### config.mk
export PLATFORM = sky130hd
export DESIGN_NAME = total_pairwise_hamming_distance_core
export DESIGN_NICKNAME = d
export VERILOG_FILES = /design/src/design/thd_pkg.sv /design/src/design/thd_bit_counters.sv /design/src/design/thd_serial_mac.sv /design/src/design/total_pairwise_hamming_distance_core.sv
export SDC_FILE = /design/constraint.sdc
export NUM_CORES = 2
export LEC_CHECK = 0
export BUFFER_PORTS_ARGS = -buffer_cell sky130_fd_sc_hd__clkbuf_2
export CORE_MARGIN = 10
export CORE_UTILIZATION = 62
export DETAILED_ROUTE_END_ITERATION = 8
export GPL_ROUTABILITY_DRIVEN = 1
export PLACE_DENSITY = 0.83
export SLEW_MARGIN = 20
export SYNTH_ARGS = -nofsm -noshare
export SYNTH_HDL_FRONTEND = slang
export SYNTH_SLANG_ARGS = --single-unit
### constraint.sdc
create_clock -name clock -period 5 [get_ports clock]
set_clock_uncertainty 0.1 [all_clocks]
set_input_delay 0.5 -clock clock [delete_from_list [all_inputs] [get_ports clock]]
set_output_delay 0.5 -clock clock [all_outputs]
set_load 0.005 [all_outputs]
### src/design/thd_pkg.sv
`timescale 1ns / 1ps
`default_nettype none
// ----------------------------------------------------------------------------
// thd_pkg: shared constants and types
// Field widths, counter sizing and the control bundles passed between the
// per-bit counter bank and the bit-serial multiply-accumulate unit.
// ----------------------------------------------------------------------------
package thd_pkg;

   // set capacity and the bit positions that are counted
   localparam int MAX_ITEMS     = 16384;
   localparam int BIT_POSITIONS = 31;

   // item field widths
   localparam int WORD_W  = 31;
   localparam int TOTAL_W = 31;
   localparam int COUNT_W = 15;

   // counters hold 0 .. MAX_ITEMS
   localparam int CNT_W = $clog2(MAX_ITEMS + 1);

   // accumulator: sum of BIT_POSITIONS products of two CNT_W values
   localparam int ACC_W = 2 * CNT_W + $clog2(BIT_POSITIONS + 1);

   // word widened to cover every counted position
   localparam int PAD_W = (BIT_POSITIONS > WORD_W) ? BIT_POSITIONS : WORD_W;

   // sequencer counter widths
   localparam int POS_W = (BIT_POSITIONS > 1) ? $clog2(BIT_POSITIONS) : 1;
   localparam int BIT_W = (CNT_W > 1) ? $clog2(CNT_W) : 1;

   // width used to compare the word count against its output ceiling
   localparam int WIDE_W = 32;

   localparam logic [TOTAL_W-1:0] TOTAL_MAX = '1;
   localparam logic [COUNT_W-1:0] COUNT_MAX = '1;

   // counter bank controls
   typedef struct packed {
      logic count;   // add the current word
      logic drop;    // word ignored, set is full
      logic shift;   // move the bank down one position, zero fill at the top
      logic clear;   // end of set: clear word count and drop flag
   } cnt_ctl_type;

   // multiply-accumulate controls
   typedef struct packed {
      logic clear;   // zero the accumulator
      logic load;    // take a new pair of operands
      logic step;    // one multiplier bit
   } mac_ctl_type;

endpackage
`default_nettype wire

### src/design/thd_bit_counters.sv
`timescale 1ns / 1ps
`default_nettype none
// ----------------------------------------------------------------------------
// thd_bit_counters: per-bit ones counters
// One counter per bit position plus the word count and the drop flag. During
// the summing pass the bank works as a shift line that presents one position
// per step at its head and leaves zeros behind.
// ----------------------------------------------------------------------------
module thd_bit_counters (
   input  wire                          clock,
   input  wire                          reset,
   input  wire [thd_pkg::WORD_W-1:0]    word,
   input  thd_pkg::cnt_ctl_type         ctl,
   output logic [thd_pkg::CNT_W-1:0]    ones_head,
   output logic [thd_pkg::CNT_W-1:0]    words_seen,
   output logic                         dropped,
   output logic                         full
);

   logic [thd_pkg::CNT_W-1:0] ones_ff [thd_pkg::BIT_POSITIONS];
   logic [thd_pkg::CNT_W-1:0] ones_in [thd_pkg::BIT_POSITIONS];
   logic [thd_pkg::CNT_W-1:0] words_ff, words_in;
   logic                      drop_ff, drop_in;
   logic [thd_pkg::PAD_W-1:0] word_pad;

   assign word_pad = thd_pkg::PAD_W'(word);

   // next counter values
   always_comb begin
      for (int b = 0; b < thd_pkg::BIT_POSITIONS; b++) begin
         ones_in[b] = ones_ff[b];
         if (ctl.count && word_pad[b]) begin
            ones_in[b] = ones_ff[b] + thd_pkg::CNT_W'(1);
         end
      end
      if (ctl.shift) begin
         for (int b = 0; b < thd_pkg::BIT_POSITIONS - 1; b++) begin
            ones_in[b] = ones_ff[b + 1];
         end
         ones_in[thd_pkg::BIT_POSITIONS - 1] = '0;
      end
   end

   // word count and drop flag
   always_comb begin
      words_in = words_ff;
      drop_in  = drop_ff;
      if (ctl.clear) begin
         words_in = '0;
         drop_in  = 1'b0;
      end else begin
         if (ctl.count) words_in = words_ff + thd_pkg::CNT_W'(1);
         if (ctl.drop)  drop_in  = 1'b1;
      end
   end

   always_ff @(posedge clock) begin
      if (reset) begin
         for (int b = 0; b < thd_pkg::BIT_POSITIONS; b++) begin
            ones_ff[b] <= '0;
         end
         words_ff <= '0;
         drop_ff  <= 1'b0;
      end else begin
         ones_ff  <= ones_in;
         words_ff <= words_in;
         drop_ff  <= drop_in;
      end
   end

   assign ones_head  = ones_ff[0];
   assign words_seen = words_ff;
   assign dropped    = drop_ff;
   assign full       = (words_ff == thd_pkg::CNT_W'(thd_pkg::MAX_ITEMS));

endmodule
`default_nettype wire

### src/design/thd_serial_mac.sv
`timescale 1ns / 1ps
`default_nettype none
// ----------------------------------------------------------------------------
// thd_serial_mac: bit-serial multiply-accumulate
// Forms ones * (words - ones) one multiplier bit per step with a shift-add
// and adds each product into a running total.
// ----------------------------------------------------------------------------
module thd_serial_mac (
   input  wire                          clock,
   input  wire                          reset,
   input  thd_pkg::mac_ctl_type         ctl,
   input  wire [thd_pkg::CNT_W-1:0]     ones,
   input  wire [thd_pkg::CNT_W-1:0]     words,
   output logic [thd_pkg::ACC_W-1:0]    acc
);

   logic [thd_pkg::ACC_W-1:0] md_ff;    // multiplicand, shifts left
   logic [thd_pkg::CNT_W-1:0] mr_ff;    // multiplier, shifts right
   logic [thd_pkg::ACC_W-1:0] acc_ff;
   logic [thd_pkg::CNT_W-1:0] zeros;

   assign zeros = words - ones;

   // operand shift registers
   always_ff @(posedge clock) begin
      if (ctl.load) begin
         md_ff <= thd_pkg::ACC_W'(ones);
         mr_ff <= zeros;
      end else if (ctl.step) begin
         md_ff <= md_ff << 1;
         mr_ff <= mr_ff >> 1;
      end
   end

   // running total
   always_ff @(posedge clock) begin
      if (reset) begin
         acc_ff <= '0;
      end else if (ctl.clear) begin
         acc_ff <= '0;
      end else if (ctl.step && mr_ff[0]) begin
         acc_ff <= acc_ff + md_ff;
      end
   end

   assign acc = acc_ff;

endmodule
`default_nettype wire

### src/design/total_pairwise_hamming_distance_core.sv
`timescale 1ns / 1ps
`default_nettype none
// ----------------------------------------------------------------------------
// total_pairwise_hamming_distance_core: pairwise Hamming distance total
// Counts ones per bit position over a set of words; at the end of the set
// sums ones * (words - ones) over all positions and emits the total.
//
// channel  dir  handshake              payload
// req      in   req_tvalid/req_tready  tdata: word; tlast: end of set
// rsp      out  rsp_tvalid/rsp_tready  tdata: total, count; tuser: overflow
//
// Words are taken one per cycle while a set loads. After the last word the
// summing pass runs, paced by the bit-serial multiplier that handles one
// multiplier bit per cycle, and then the result is loaded into the output
// register. req_tready is low during the pass.
// The result sits in an output register; a stalled rsp holds the next set's
// result back but not the loading of its words. Reset is synchronous.
// ----------------------------------------------------------------------------
module total_pairwise_hamming_distance_core (
   input  wire          clock,
   input  wire          reset,
   input  wire          req_tvalid,
   output logic         req_tready,
   input  wire  [31:0]  req_tdata,    // [30:0] word, [31] zero
   input  wire          req_tlast,
   output logic         rsp_tvalid,
   input  wire          rsp_tready,
   output logic [47:0]  rsp_tdata,    // [30:0] total_distance, [45:31] word_count,
                                      // [47:46] zero
   output logic [0:0]   rsp_tuser     // [0] overflow
);

   localparam logic [1:0] ST_LOAD = 2'd0;
   localparam logic [1:0] ST_OPND = 2'd1;
   localparam logic [1:0] ST_MUL  = 2'd2;
   localparam logic [1:0] ST_OUT  = 2'd3;

   logic [1:0]                  state_ff, state_in;
   logic [thd_pkg::POS_W-1:0]   pos_ff, pos_in;
   logic [thd_pkg::BIT_W-1:0]   bit_ff, bit_in;

   logic                        rsp_valid_ff, rsp_valid_in;
   logic [thd_pkg::TOTAL_W-1:0] total_ff;
   logic [thd_pkg::COUNT_W-1:0] count_ff;
   logic                        ovf_ff;

   thd_pkg::cnt_ctl_type        cnt_ctl;
   thd_pkg::mac_ctl_type        mac_ctl;
   logic [thd_pkg::CNT_W-1:0]   ones_head, words_seen;
   logic                        dropped, full;
   logic [thd_pkg::ACC_W-1:0]   acc;

   logic                        in_take, out_free, out_load;
   logic [thd_pkg::TOTAL_W-1:0] total_sat;
   logic [thd_pkg::COUNT_W-1:0] count_sat;
   logic [thd_pkg::WIDE_W-1:0]  words_wide;

   assign req_tready = (state_ff == ST_LOAD);
   assign in_take    = req_tvalid && req_tready;
   assign out_free   = !rsp_valid_ff || rsp_tready;
   assign out_load   = (state_ff == ST_OUT) && out_free;

   // counter bank and multiplier controls
   always_comb begin
      cnt_ctl.count = in_take && !full;
      cnt_ctl.drop  = in_take && full;
      cnt_ctl.shift = (state_ff == ST_OPND);
      cnt_ctl.clear = out_load;
      mac_ctl.clear = in_take && req_tlast;
      mac_ctl.load  = (state_ff == ST_OPND);
      mac_ctl.step  = (state_ff == ST_MUL);
   end

   thd_bit_counters u_counters (
      .clock      (clock),
      .reset      (reset),
      .word       (req_tdata[thd_pkg::WORD_W-1:0]),
      .ctl        (cnt_ctl),
      .ones_head  (ones_head),
      .words_seen (words_seen),
      .dropped    (dropped),
      .full       (full)
   );

   thd_serial_mac u_mac (
      .clock (clock),
      .reset (reset),
      .ctl   (mac_ctl),
      .ones  (ones_head),
      .words (words_seen),
      .acc   (acc)
   );

   // sequencer: one position per operand load, CNT_W multiplier bits each
   always_comb begin
      state_in = state_ff;
      pos_in   = pos_ff;
      bit_in   = bit_ff;
      case (state_ff)
         ST_LOAD: begin
            if (in_take && req_tlast) begin
               state_in = ST_OPND;
               pos_in   = '0;
            end
         end
         ST_OPND: begin
            state_in = ST_MUL;
            bit_in   = '0;
         end
         ST_MUL: begin
            bit_in = bit_ff + thd_pkg::BIT_W'(1);
            if (bit_ff == thd_pkg::BIT_W'(thd_pkg::CNT_W - 1)) begin
               if (pos_ff == thd_pkg::POS_W'(thd_pkg::BIT_POSITIONS - 1)) begin
                  state_in = ST_OUT;
               end else begin
                  state_in = ST_OPND;
                  pos_in   = pos_ff + thd_pkg::POS_W'(1);
               end
            end
         end
         ST_OUT: begin
            if (out_free) state_in = ST_LOAD;
         end
         default: state_in = ST_LOAD;
      endcase
   end

   always_ff @(posedge clock) begin
      if (reset) begin
         state_ff <= ST_LOAD;
         pos_ff   <= '0;
         bit_ff   <= '0;
      end else begin
         state_ff <= state_in;
         pos_ff   <= pos_in;
         bit_ff   <= bit_in;
      end
   end

   // saturate total and count to their field widths
   assign total_sat  = (acc > thd_pkg::ACC_W'(thd_pkg::TOTAL_MAX)) ?
                       thd_pkg::TOTAL_MAX : acc[thd_pkg::TOTAL_W-1:0];
   assign words_wide = thd_pkg::WIDE_W'(words_seen);
   assign count_sat  = (words_wide > thd_pkg::WIDE_W'(thd_pkg::COUNT_MAX)) ?
                       thd_pkg::COUNT_MAX : words_wide[thd_pkg::COUNT_W-1:0];

   // output register
   always_comb begin
      rsp_valid_in = rsp_valid_ff;
      if (out_load)        rsp_valid_in = 1'b1;
      else if (rsp_tready) rsp_valid_in = 1'b0;
   end

   always_ff @(posedge clock) begin
      if (reset) rsp_valid_ff <= 1'b0;
      else       rsp_valid_ff <= rsp_valid_in;
   end

   always_ff @(posedge clock) begin
      if (out_load) begin
         total_ff <= total_sat;
         count_ff <= count_sat;
         ovf_ff   <= dropped;
      end
   end

   assign rsp_tvalid   = rsp_valid_ff;
   assign rsp_tdata    = {2'b00, count_ff, total_ff};
   assign rsp_tuser[0] = ovf_ff;

endmodule
`default_nettype wire

== Word level (Yosys, flattened, before mapping) ==
Index checks and enable logic that the tools add are counted.
W data, S select, Z words.
Storage, ports and cells
  register bits after elaboration: 625
  bits of input ports: 37
  output and inout bits: 51
  word-level logic and storage cells: 219
Cells by class
  add/sub/neg operators: 36
  order comparisons: 2
  eq/ne operators: 10
  mux-type cells: 48
  reductions and logical operators: 79
Operator list (count)
  $mux W15: 35
  $add A15 B1 Y15 const B: 32
  $mux W465: 1
  $reduce_bool A2 Y1: 33
  $logic_and A1 B1 Y1: 37
  $add A35 B35 Y35: 1
  $gt A35 B31 Y1 const B: 1
  $eq A15 B15 Y1 const B: 1
  $gt A15 B15 Y1 const B: 1
  $mux W5: 3
  $sub A15 B15 Y15: 1
  $pmux W5 S2: 1
  $mux W2: 4
  $pmux W2 S4: 1
  $pmux W4 S2: 1
  $ne A2 B2 Y1 const B: 3
  $reduce_or A2 Y1: 3
  $add A5 B1 Y5 const B: 1
  $eq A5 B5 Y1 const B: 1
  $add A4 B1 Y4 const B: 1
  $eq A2 B2 Y1 const B: 2
  $eq A4 B4 Y1 const B: 1
  $reduce_and A4 Y1: 1
  $reduce_and A3 Y1: 1
  other kinds (6): 8

== Longest topological paths before layout ==
  depth in word-level cells: 6
  mapped depth: 14
  gate-level depth less buffers: 12

== Cells and area by module ==
From an unflattened synthesis, not the netlist that was laid out.
Second synthesis, totals
  cell total of the unflattened synthesis: 4246
  area total of the unflattened synthesis: 34847.2 um2
By module, submodules not included
  thd_bit_counters: instances 1, cells an instance 3425, area an instance 26834.5 um2, sequential area each 9629.2 um2
  thd_serial_mac: instances 1, cells an instance 631, area an instance 5587.9 um2, sequential area each 2001.9 um2
  total_pairwise_hamming_distance_core: instances 1, cells an instance 190, area an instance 2424.8 um2, sequential area each 1651.6 um2

== Worst setup path after synthesis ==
Ideal clock, no wire load.
  path type: register to register
  start: register state_ff[0]
  end: register u_counters.words_ff (netlist bit u_counters.words_seen[10])
  library setup time: 0.128 ns
  arrival time: 3.608 ns
  required time: 4.772 ns
  path slack: 1.164 ns
  stages on the path, launching flop included: 7
  buffers on the path: 2
  period minus slack after synthesis: 3.836 ns
  cell sequence: dfxtp_1 -> ha_1 -> nor2b_1 -> or2_2 -> clkbuf_1 -> clkbuf_1 -> nor2_1
RTL lines
  start: declaration: RTL line total_pairwise_hamming_distance_core.sv:38  | logic [1:0] state_ff, state_in;
  start signal: assignment: RTL line total_pairwise_hamming_distance_core.sv:134  | state_ff <= state_in;
  end signal: assignment: RTL line thd_bit_counters.sv:66  | words_ff <= words_in;
  end: declaration: RTL line thd_bit_counters.sv:22  | logic [thd_pkg::CNT_W-1:0] words_ff, words_in;

== Worst setup path after layout ==
  start: register u_counters.words_ff (netlist bit u_counters.words_seen[0])
  end: register u_counters.ones_ff[324] (netlist name)
Between the ends
  cells in the longest elaborated chain, start to end: 5
RTL lines
  $eq A15 B15 Y1: RTL line thd_bit_counters.sv:74  | assign full = (words_ff == thd_pkg::CNT_W'(thd_pkg::MAX_ITEMS));
  $logic_not A1 Y1: RTL line total_pairwise_hamming_distance_core.sv:65  | cnt_ctl.count = in_take && !full;
  $logic_and A1 B1 Y1: RTL line total_pairwise_hamming_distance_core.sv:65
  $logic_and A1 B1 Y1: RTL line thd_bit_counters.sv:32  | if (ctl.count && word_pad[b]) begin
  $reduce_bool A2 Y1 (no source line)
  end signal: assignment: RTL line thd_bit_counters.sv:65  | ones_ff <= ones_in;
  end: declaration: RTL line thd_bit_counters.sv:20  | logic [thd_pkg::CNT_W-1:0] ones_ff [thd_pkg::BIT_POSITIONS];
Every way passes these cells.
A chain may end at the register's enable or synchronous reset.

==> flow_summary_export.csv <==
group,metric,value,unit
yosys,synth_xor_area_share,11.8,%
setup_path,max_stage_delay,760,ps
sta,tns,0,ps
clock_network,clk_latency,600,ps
global_route,grt_usage,22.0,%
yosys,yosys_warnings,0,
detailed_routing,num_vias,26954,
detailed_routing,drc,0,
floorplan,die_area,62100,sq um
clock_network,cts_tree,"built",
setup_path,end_kind,"register",
setup_path,cpMaxStageDelayCell,"and2_2",
detailed_routing,dr.pass1.iters,6,
floorplan,die_x,249,microns
setup_path,crit_type,"reg2reg",
detailed_routing,drt_iter0_markers,2335,
run,drv_cap,0,
clock_network,htreeDepth,3,
yosys,ys_seq_elements,625,
placement,port_buffers,84,
placement,dp_slack,1130,ps
run_status,status,"completed",
cells_and_area,final_cell_mix,"nor2_1 (787), dfxtp_1 (548), a21oi_1 (405)",
global_route,antenna_found_initial,0,
yosys,syn-instance-count,3980,
sta,fmax,254,MHz
global_route,grt_first_pass_wirelength,120000,microns
detailed_routing,vias_per_cell,5.77,
setup_path,critPathTopFamily,"simple AND/OR/NAND/NOR gates",
detailed_routing,routed_wl,70800,microns
clock_network,cts_resized,0,
yosys,synth_area_leader_cell,"dfxtp_1",
clock_network,path_clk_slew,60,ps
power_and_ir_drop,ir_drop,0.800,mV
detailed_routing,wl_per_cell,15.2,microns
cells_and_area,num_antenna_cells,0,
setup_path,path_cells,"inv_1 -> ha_1 -> nor4b_1 -> nand4_1 -> buf_4 -> and2_2 -> buf_4 -> nand3_1 -> nor2_1 -> nand3_1 -> or3_1 -> a311oi_1",
floorplan,ios,88,
cells_and_area,nNetsFinal,4067,
yosys,synth.area.top_cells,"dfxtp_1 (34%), nor2_1 (9.1%), edfxtp_1 (7.1%), xnor2_1 (6.5%), a21oi_1 (6.2%)",
setup_path,crit_path_start_kind,"register",
detailed_routing,postRouteAntennaNets,0,
sta,setup_slack,1060,ps
min_path,hp-class,"in2reg",
yosys,synthFlopType,"dfxtp_1",
yosys,yosys.area_share.adder,3.54,%
yosys,synth_compound_area_share,10.8,%
floorplan,initial_utilization,63.1,%
sta,slew_headroom,34.1,%
clock_network,cts_inserted_buffers,66,
placement,placed_cells,4551,
yosys,seq_area_frac_synth,40.8,%
yosys,yosysTopAreaCellShare,33.7,%
floorplan,rows,83,
global_route,grt-ovfl-total,0,
sta,fin_crit_sh,78.8,%
clock_network,cts.sinks,625,
yosys,syn_area_per_cell,8.18,sq um
placement,finalWeightedCongestion,0.913,
global_route,grt_pass1_vias,24767,
floorplan,die_y,249,microns
yosys,synth_top_family_by_area,"simple AND/OR/NAND/NOR gates",
global_route,grt_max_degree,210,
yosys,syn_area,32500,sq um
cells_and_area,drive_gt1_share,6.44,%
setup_path,required,5400,ps
power_and_ir_drop,p_leak,0.0138,uW
setup_path,crit_fanout,28,
setup_path,arrival,4340,ps
sta,finalSetupViolCount,0,
sta,min_period,3940,ps
clock_network,post_cts.repair.setup_buffers,0,
sta,finalHoldViolCount,0,
cells_and_area,area_growth,8.87,%
clock_network,cts_root_buffer,"clkbuf_16",
clock_network,cts_hold_buf,0,
cells_and_area,final_common_cell,"nor2_1",
setup_path,path_buf_inv,3,
floorplan,core_area,51600,sq um
cells_and_area,fin_cells,4672,
yosys,synth_edf_count,77,
sta,rsz0062_at_grt,"false",
yosys,async_flop_share,0,%
yosys,yosys.area_share.simple,24.4,%
placement,hpwlAfterDp,46200,microns
sta,slew_violations,0,
clock_network,clockBufferDepth,3,
yosys,synth_mux_area_share,5.43,%
sta,worstMarginPinSlew,989,ps
power_and_ir_drop,power.density,435,nW/um^2
yosys,ys_types,68,
worst reg2reg max path: cells and delay by family, from the launching register on:
| kind | cells | cell delay, ps |
|---|---|---|
| adders and majority gates | 1 | 220 |
| AOI/OAI and AO/OA | 1 | 250 |
| DFF | 1 | 430 |
| and+or+nand+nor | 7 | 2030 |
| buffers and inverters | 3 | 830 |
registers in the layout (all words and copies together), names as in the netlist, 5 cells and up:
register and count:
u_mac.acc 35, total_ff 31, u_mac.mr_ff 15, u_counters.words_seen 15, u_counters.ones_ff 450, pos_ff 5
count_ff 15, u_mac.md_ff 35, u_counters.ones_head 15
where the power goes:
part	total, uW	leakage, uW	switching (uW)	internal, uW
Clock	4880	0.00107	2070	2810
Sequential	6330	0.00516	550	5780
Combinational	4210	0.00753	2740	1460
Total	15400	0.0138	5360	10100
synth_stat cells (57+ instances only):
cell / n
nand4_1: 98
a211oi_1: 67
a21oi_1: 405
nor2_1: 787
clkbuf_1: 168
mux2i_1: 153
nor3_1: 57
xnor2_1: 240
nand2_1: 349
inv_1: 58
dfxtp_1: 548
xor2_1: 199
nand3_1: 213
edfxtp_1: 77
and3_1: 87
ha_1: 89
logic make-up after synthesis:
| family | Yosys count |
|---|---|
| AO/OA/AOI/OAI | 618 |
| XOR/XNOR | 439 |
| adder cells (fa/ha/maj) | 91 |
| buffers and inverters | 277 |
| flip-flops | 625 |
| multiplexers | 174 |
| other | 1 |
| AND/OR/NAND/NOR | 1755 |
layer usage:
layer  vias to the layer above  routed length [microns]  GRT usage (%)
met3                       126                     3690           3.16
met5                         -                        0              0
met1                     12598                    32200           29.2
met2                       648                    33200           36.1
li1                      13582                        -              -
met4                         0                     1690           7.28
final cells by class:
cell class	count	area [sq um]
Multi-Input combinational cell	3079	18200
Clock inverter	31	255
Sequential cell	625	13300
Clock buffer	90	1910
Timing Repair Buffer	107	653
Inverter	60	233
Fill cell	3979	16200
Tap cell	680	851
metrics by stage:
step	area, sq um	hold slack [ps]	total power, uW	util [%]
final	35400	112	15400	68.7
after global routing	35400	128	16300	68.7
after CTS	35400	83.6	15500	68.7
after detailed placement	33300	347	10600	64.5
after global placement	33300	319	10500	64.5
after floorplan	32600	309	9690	-
final timing paths:
check	from	end	slack, ps	cells past startpoint
worst min-delay path	req_tdata[30]	u_counters.ones_ff[1]$_SDFFE_PP0P_	110	3
worst min register to register	u_counters.dropped$_SDFFE_PP0P_	rsp_tuser$_DFFE_PP_	360	0
worst max-delay path	u_counters.words_seen[0]$_SDFFE_PP0P_	u_counters.ones_ff[324]$_SDFFE_PP0P_	1060	12
worst max register to register	u_counters.words_seen[0]$_SDFFE_PP0P_	u_counters.ones_ff[324]$_SDFFE_PP0P_	1060	12
No activity file was read; power rests on OpenSTA's default activity.
